--- config.mk ---
export PLATFORM = sky130hd
export DESIGN_NAME = greedy_list_scheduler
export DESIGN_NICKNAME = d
export VERILOG_FILES = /design/src/rtl/glsch_pkg.sv /design/src/rtl/glsch_cell.sv /design/src/rtl/greedy_list_scheduler.sv
export SDC_FILE = /design/constraint.sdc
export NUM_CORES = 2
export LEC_CHECK = 0
export BUFFER_PORTS_ARGS = -buffer_cell sky130_fd_sc_hd__clkbuf_2
export CAP_MARGIN = 10
export CORE_ASPECT_RATIO = 0.6
export CORE_UTILIZATION = 30
export CTS_CLUSTER_SIZE = 10
export DETAILED_ROUTE_END_ITERATION = 16
export PLACE_DENSITY_LB_ADDON = 0.2
export SKIP_LAST_GASP = 1
export SYNTH_ARGS = -nofsm -noshare
export SYNTH_HDL_FRONTEND = slang
export SYNTH_SLANG_ARGS = --single-unit
--- constraint.sdc ---
create_clock -name i_clk -period 5.45 [get_ports i_clk]
set_clock_uncertainty 0.15 [all_clocks]
set_input_delay 0 -clock i_clk [delete_from_list [all_inputs] [get_ports i_clk]]
set_output_delay 0 -clock i_clk [all_outputs]
set_load 0.005 [all_outputs]
--- src/rtl/glsch_pkg.sv ---
// Shared constants and types for the greedy list scheduler.
package glsch_pkg;

    localparam int TASK_W        = 16;
    localparam int LOAD_W        = 32;
    localparam int PROCS_W       = 5;
    localparam int MACH_W        = 4;
    localparam int MAX_PROCS_DEF = 16;

    localparam logic [PROCS_W-1:0] PROCS_RESET = 5'd16;
    localparam logic [LOAD_W-1:0]  LOAD_MAX    = {LOAD_W{1'b1}};

    // Best candidate seen so far while the search walks along the cells.
    typedef struct packed {
        logic              vld;
        logic [LOAD_W-1:0] load;
    } t_cand;

endpackage

--- src/rtl/glsch_cell.sv ---
// One machine cell: holds a machine load and compares it against the passing candidate.
module glsch_cell #(
    parameter int CELL_IDX = 0,
    parameter int IDX_W    = 4
) (
    input  logic                          i_clk,
    input  logic                          i_rst_n,
    input  logic                          i_active,
    input  glsch_pkg::t_cand              i_cand,
    input  logic [IDX_W-1:0]              i_cand_idx,
    input  logic                          i_wr,
    input  logic [glsch_pkg::LOAD_W-1:0]  i_wr_load,
    output glsch_pkg::t_cand              o_cand,
    output logic [IDX_W-1:0]              o_cand_idx
);
    import glsch_pkg::*;

    logic [LOAD_W-1:0] r_load;
    t_cand             r_cand;
    t_cand             n_cand;
    logic [IDX_W-1:0]  r_idx;
    logic [IDX_W-1:0]  n_idx;
    logic              take;

    // Strict compare keeps the lower index on a tie.
    assign take = i_active && (r_load < i_cand.load);

    always_comb begin
        n_cand.vld = i_cand.vld;
        if (take) begin
            n_cand.load = r_load;
            n_idx       = IDX_W'(CELL_IDX);
        end else begin
            n_cand.load = i_cand.load;
            n_idx       = i_cand_idx;
        end
    end

    always_ff @(posedge i_clk) begin
        if (!i_rst_n) begin
            r_load     <= '0;
            r_cand.vld <= 1'b0;
        end else begin
            if (i_wr) begin
                r_load <= i_wr_load;
            end
            r_cand.vld <= n_cand.vld;
        end
        r_cand.load <= n_cand.load;
        r_idx       <= n_idx;
    end

    assign o_cand     = r_cand;
    assign o_cand_idx = r_idx;

endmodule

--- src/rtl/greedy_list_scheduler.sv ---
// Top level of the greedy list scheduler: machine cell chain, result register and config.
//
//  channel  | handshake                      | payload
//  ---------+--------------------------------+-------------------------------------
//  task     | i_task_valid / o_task_ready    | i_task_time
//  result   | o_res_valid / i_res_ready      | o_chosen_machine, o_new_load
//  config   | i_cfg_we (no wait)             | i_cfg_wdata (num_procs)
//
// A task walks the chain of MAX_PROCS cells, one cell per cycle, and its result is registered
// into the result register after the last cell; a new task is taken only once the search has
// left the chain and no result is held.
// The chosen cell is updated in the cycle the search leaves the chain.
// Reset clears all loads and sets num_procs to 16; reset is synchronous.
// A stalled result waits in a holding register, which holds off the task side as well.
module greedy_list_scheduler #(
    parameter int MAX_PROCS = glsch_pkg::MAX_PROCS_DEF
) (
    input  logic                          i_clk,
    input  logic                          i_rst_n,
    input  logic                          i_cfg_we,
    input  logic [glsch_pkg::PROCS_W-1:0] i_cfg_wdata,
    input  logic                          i_task_valid,
    output logic                          o_task_ready,
    input  logic [glsch_pkg::TASK_W-1:0]  i_task_time,
    output logic                          o_res_valid,
    input  logic                          i_res_ready,
    output logic [glsch_pkg::MACH_W-1:0]  o_chosen_machine,
    output logic [glsch_pkg::LOAD_W-1:0]  o_new_load
);
    import glsch_pkg::*;

    localparam int IDX_W = (MAX_PROCS > 1) ? $clog2(MAX_PROCS) : 1;
    localparam int CNT_B = $clog2(MAX_PROCS + 1);
    localparam int CW    = (CNT_B > PROCS_W) ? CNT_B : PROCS_W;

    logic [PROCS_W-1:0] r_num_procs;
    logic [CW-1:0]      num_ext;
    logic [CW-1:0]      act_cnt;
    logic [TASK_W-1:0]  r_task;
    logic               r_busy;
    logic               r_pend_vld;
    logic [IDX_W-1:0]   r_pend_idx;
    logic [LOAD_W-1:0]  r_pend_load;
    logic               r_out_vld;
    logic [IDX_W-1:0]   r_out_idx;
    logic [LOAD_W-1:0]  r_out_load;

    t_cand              cand     [MAX_PROCS+1];
    logic [IDX_W-1:0]   cand_idx [MAX_PROCS+1];
    logic [MAX_PROCS-1:0] active;
    logic [MAX_PROCS-1:0] wr;
    logic [MAX_PROCS-1:0] cand_vld;

    logic               task_acc;
    logic               done;
    logic               out_free;
    logic [LOAD_W:0]    sum;
    logic [LOAD_W-1:0]  new_load;

    assign o_task_ready = !r_busy && !r_pend_vld;
    assign task_acc     = i_task_valid && o_task_ready;

    // A num_procs of zero still schedules on machine 0; large values clamp to the chain length.
    always_comb begin
        num_ext = CW'(r_num_procs);
        if (num_ext == '0) begin
            act_cnt = CW'(1);
        end else if (num_ext > CW'(MAX_PROCS)) begin
            act_cnt = CW'(MAX_PROCS);
        end else begin
            act_cnt = num_ext;
        end
    end

    assign cand[0].vld  = task_acc;
    assign cand[0].load = LOAD_MAX;
    assign cand_idx[0]  = '0;

    assign done     = cand[MAX_PROCS].vld;
    assign sum      = {1'b0, cand[MAX_PROCS].load} + (LOAD_W+1)'(r_task);
    assign new_load = sum[LOAD_W] ? LOAD_MAX : sum[LOAD_W-1:0];
    assign out_free = !r_out_vld || i_res_ready;

    always_comb begin
        for (int i = 0; i < MAX_PROCS; i++) begin
            active[i]   = CW'(i) < act_cnt;
            wr[i]       = done && (cand_idx[MAX_PROCS] == IDX_W'(i));
            cand_vld[i] = cand[i+1].vld;
        end
    end

    for (genvar g = 0; g < MAX_PROCS; g++) begin : g_cell
        glsch_cell #(
            .CELL_IDX (g),
            .IDX_W    (IDX_W)
        ) u_cell (
            .i_clk      (i_clk),
            .i_rst_n    (i_rst_n),
            .i_active   (active[g]),
            .i_cand     (cand[g]),
            .i_cand_idx (cand_idx[g]),
            .i_wr       (wr[g]),
            .i_wr_load  (new_load),
            .o_cand     (cand[g+1]),
            .o_cand_idx (cand_idx[g+1])
        );
    end

    always_ff @(posedge i_clk) begin
        if (!i_rst_n) begin
            r_num_procs <= PROCS_RESET;
            r_busy      <= 1'b0;
            r_pend_vld  <= 1'b0;
            r_out_vld   <= 1'b0;
        end else begin
            if (i_cfg_we) begin
                r_num_procs <= i_cfg_wdata;
            end
            if (task_acc) begin
                r_busy <= 1'b1;
            end else if (done) begin
                r_busy <= 1'b0;
            end
            if (out_free) begin
                if (r_pend_vld) begin
                    r_out_vld  <= 1'b1;
                    r_pend_vld <= 1'b0;
                end else begin
                    r_out_vld <= done;
                end
            end else if (done) begin
                r_pend_vld <= 1'b1;
            end
        end
        if (task_acc) begin
            r_task <= i_task_time;
        end
        if (out_free) begin
            if (r_pend_vld) begin
                r_out_idx  <= r_pend_idx;
                r_out_load <= r_pend_load;
            end else if (done) begin
                r_out_idx  <= cand_idx[MAX_PROCS];
                r_out_load <= new_load;
            end
        end else if (done) begin
            r_pend_idx  <= cand_idx[MAX_PROCS];
            r_pend_load <= new_load;
        end
    end

    assign o_res_valid      = r_out_vld;
    assign o_chosen_machine = MACH_W'(r_out_idx);
    assign o_new_load       = r_out_load;

`ifndef SYNTHESIS
    // Only one search may be in flight along the chain.
    a_one_search: assert property (@(posedge i_clk) disable iff (!i_rst_n)
        $onehot0(cand_vld))
        else $error("more than one search in the cell chain");

    // A held result and a finishing search never meet.
    a_pend_done: assert property (@(posedge i_clk) disable iff (!i_rst_n)
        !(r_pend_vld && done))
        else $error("search finished while a result was still held");

    // The scheduler frees itself once the search leaves the chain.
    a_busy_clear: assert property (@(posedge i_clk) disable iff (!i_rst_n)
        done |=> !r_busy)
        else $error("busy not cleared after search completion");

    // No new task is taken while a search is running.
    a_no_overlap: assert property (@(posedge i_clk) disable iff (!i_rst_n)
        task_acc |-> ($countones(cand_vld) == 0))
        else $error("task accepted during a running search");
`endif

endmodule
==> metrics.cfg <==
[finish]
utilization_pct=34.4
drive_above_1_share_pct=16.9
fill_cells=17055
layout_common_cells=dfxtp_1 (1096), inv_1 (516), ha_1 (481)
nets=5611
final_common_cell=dfxtp_1
area_growth_pct=13.8

[flow_run]
drv_cap=0

[sta]
whs_ns=0.0564
setup_tns_ns=0
post-route-min-period_ns=3.95
finalCritPeriodShare_pct=72.5
fmax_mhz=253
worst_pin_slew_ns=1.20
rsz0062_at_grt=no
finalSetupViolations=0
hold_viol=0
slew_headroom_pct=19.7
drv_slew=0

[route]
met2_length_um=54300
top_layer=met5
vias=35594
wl_met1_um=85500
wire_per_inst_um=20.2
drc_errors=0
dr.pass1.iters=5
ant_nets=0
wl_met3_um=8030
drt-initial-drc-count=2811
drt-total-wl_um=150000
drt-vias-per-instance=4.81

[power]
peakVddDrop_uv=186
leakage_uw=0.0236
powerDensity_nw_per_um2=301

[floorplanning]
die_area_sq_um=173000
start_util_pct=30.3
die_h_um=323
core_area_sq_um=170000
die_w_um=536
fp-row-count=117
ios=64

[status]
outcome=finished clean

[global_route]
grt_pass1_vias=33967
antenna_found_initial=11
grt_use_total_pct=17.2
grt-ovfl-total=0
grt_pass1_wl_um=224000
grt_max_degree=148

[clocking]
clockBufferDepth=4
clkTransAtPathRegs_ns=0.06
cts_tree=built
cts_setup_buffers=0
htreeDepth=4
cts_buffers=145
hold_buffers=54
clkSinkCount=1185
clk_latency_ns=0.77
root_buffer=clkbuf_16
postCtsResizedCells=0

[synthesis]
synthFlopType=dfxtp_1
yosysTopAreaCellShare_pct=42.7
synth-seq-cells=1185
synth_edf_count=88
async_flop_share_pct=0
syn_nets=5573
yosys.area.top_type=dfxtp_1
syn_area_sq_um=51400
synth.area.top_cells=dfxtp_1 (43%), ha_1 (12%), mux2_2 (10%), edfxtp_1 (5.1%), a21oi_1 (4.6%)
synth_cell_type_count=77
ys_seq_area_share_pct=47.9
synthCells=5065
ys_warn_count=0
avgSynthCellArea_sq_um=10.1

[worst_setup_path]
criticalPathCategory=reg -> reg
cp_max_fo=10
cp_data_arrival_time_ns=4.32
startpoint_type=register
critical_path_required_ns=5.82
worstSetupEndpointType=register

[placement]
numPortBuffers=63
place_congestion=0.809
dp_hpwl_um=103000

[min_path]
hold_path.class=in -> reg

critical path, cell delays in order (launching register included):
cell	delay, ns
edfxtp_1	0.36
ha_1	0.24
fa_1	0.41
nand3_1	0.12
a21oi_1	0.15
o31ai_2	0.76
o41ai_1	0.23
a2111oi_4	0.88
buf_4	0.34
inv_1	0.05
stage by stage:
stage	instances	power (uW)	cell area (sq um)	setup WS, ns
floorplan	5065	9120	51400	2.46
global placement	7159	9260	54000	1.39
detailed placement	7161	9260	54000	1.57
CTS	7399	17800	58500	1.55
global route	7402	18200	58500	1.31
finish	7402	17600	58500	1.50
final timing paths:
kind / from / slack [ns] / end / cells past startpoint
worst max register to register: r_task[0] / 1.50 / r_pend_load[28] / 9
worst max-delay path: r_task[0] / 1.50 / r_pend_load[28] / 9
worst min register to register: g_cell[0].u_cell.r_load[22] / 0.20 / g_cell[0].u_cell.o_cand[22] / 0
worst min-delay path: i_cfg_we / 0.06 / num_ext[3] / 4
sequential cells by signal, indices dropped and copies added, names as in the netlist:
register                  flops
g_cell.u_cell.o_cand        528
g_cell.u_cell.o_cand_idx     49
g_cell.u_cell.r_load        512
num_ext                       5
o_chosen_machine              4
o_new_load                   32
o_res_valid                   1
r_busy                        1
r_pend_idx                    4
r_pend_load                  32
r_pend_vld                    1
r_task                       16
synthesized netlist by cell type (4+ instances only):
cell and instances:
a211oi_1 225, a21o_1 100, a21oi_1 476, a21oi_2 4, a221oi_1 6, a31oi_1 36, and2_1 31, and3_1 7
and4_1 5, buf_1 4, buf_2 58, buf_6 17, clkbuf_1 221, dfxtp_1 1097, edfxtp_1 88, ha_1 481
inv_1 516, mux2_1 15, mux2_2 473, mux2_4 10, mux2i_1 29, nand2_1 98, nand2b_1 32, nand3_1 41
nand4_1 97, nor2_1 287, nor2_2 7, nor2_4 6, nor2b_1 43, nor3_1 25, nor3_2 6, nor4_1 13
o211ai_1 12, o21a_1 6, o21ai_0 376, o21ai_1 5, o21bai_1 6, o31ai_1 6, or2_2 20, or4_1 9
xnor2_1 10, xor2_1 10
metal layers:
metal	global-route usage [%]	vias to the layer above
li1	-	17757
met1	28.5	16859
met2	22.1	809
met3	3.05	167
met4	3.05	2
met5	0	-
report_power, final:
group | switching, uW | internal [uW] | leakage, uW | total [uW]
Clock | 3580 | 4900 | 0.00190 | 8480
Combinational | 227 | 86.8 | 0.0121 | 314
Sequential | 9.24 | 8780 | 0.00958 | 8780
Total | 3820 | 13800 | 0.0236 | 17600
area by class of cell:
type | count | area, sq um | share of cell area (%)
multi-input cells | 3060 | 23700 | 40.6
clock inverters | 4 | 31.3 | 0.0535
flip-flops and latches | 1185 | 24600 | 42.1
inverters | 517 | 1950 | 3.33
repair buffers | 194 | 1500 | 2.56
clock buffers | 180 | 3850 | 6.59
well taps | 2261 | 2830 | 4.84
diodes | 1 | 2.50 | 0.00428
cells by family (layout without fill, tap and decap cells):
kind of cell	count (synthesis)	in the layout	share of synthesized area [%]
AO/OA/AOI/OAI	1292	1292	14.9
buffers and inverters	820	895	6.41
adder cells (fa/ha/maj)	482	482	11.7
XOR/XNOR	20	20	0.341
flip-flops	1185	1185	47.9
other	0	1	0
AND/OR/NAND/NOR	739	739	7.21
multiplexers	527	527	11.5
(Power assumes the default switching activity.)
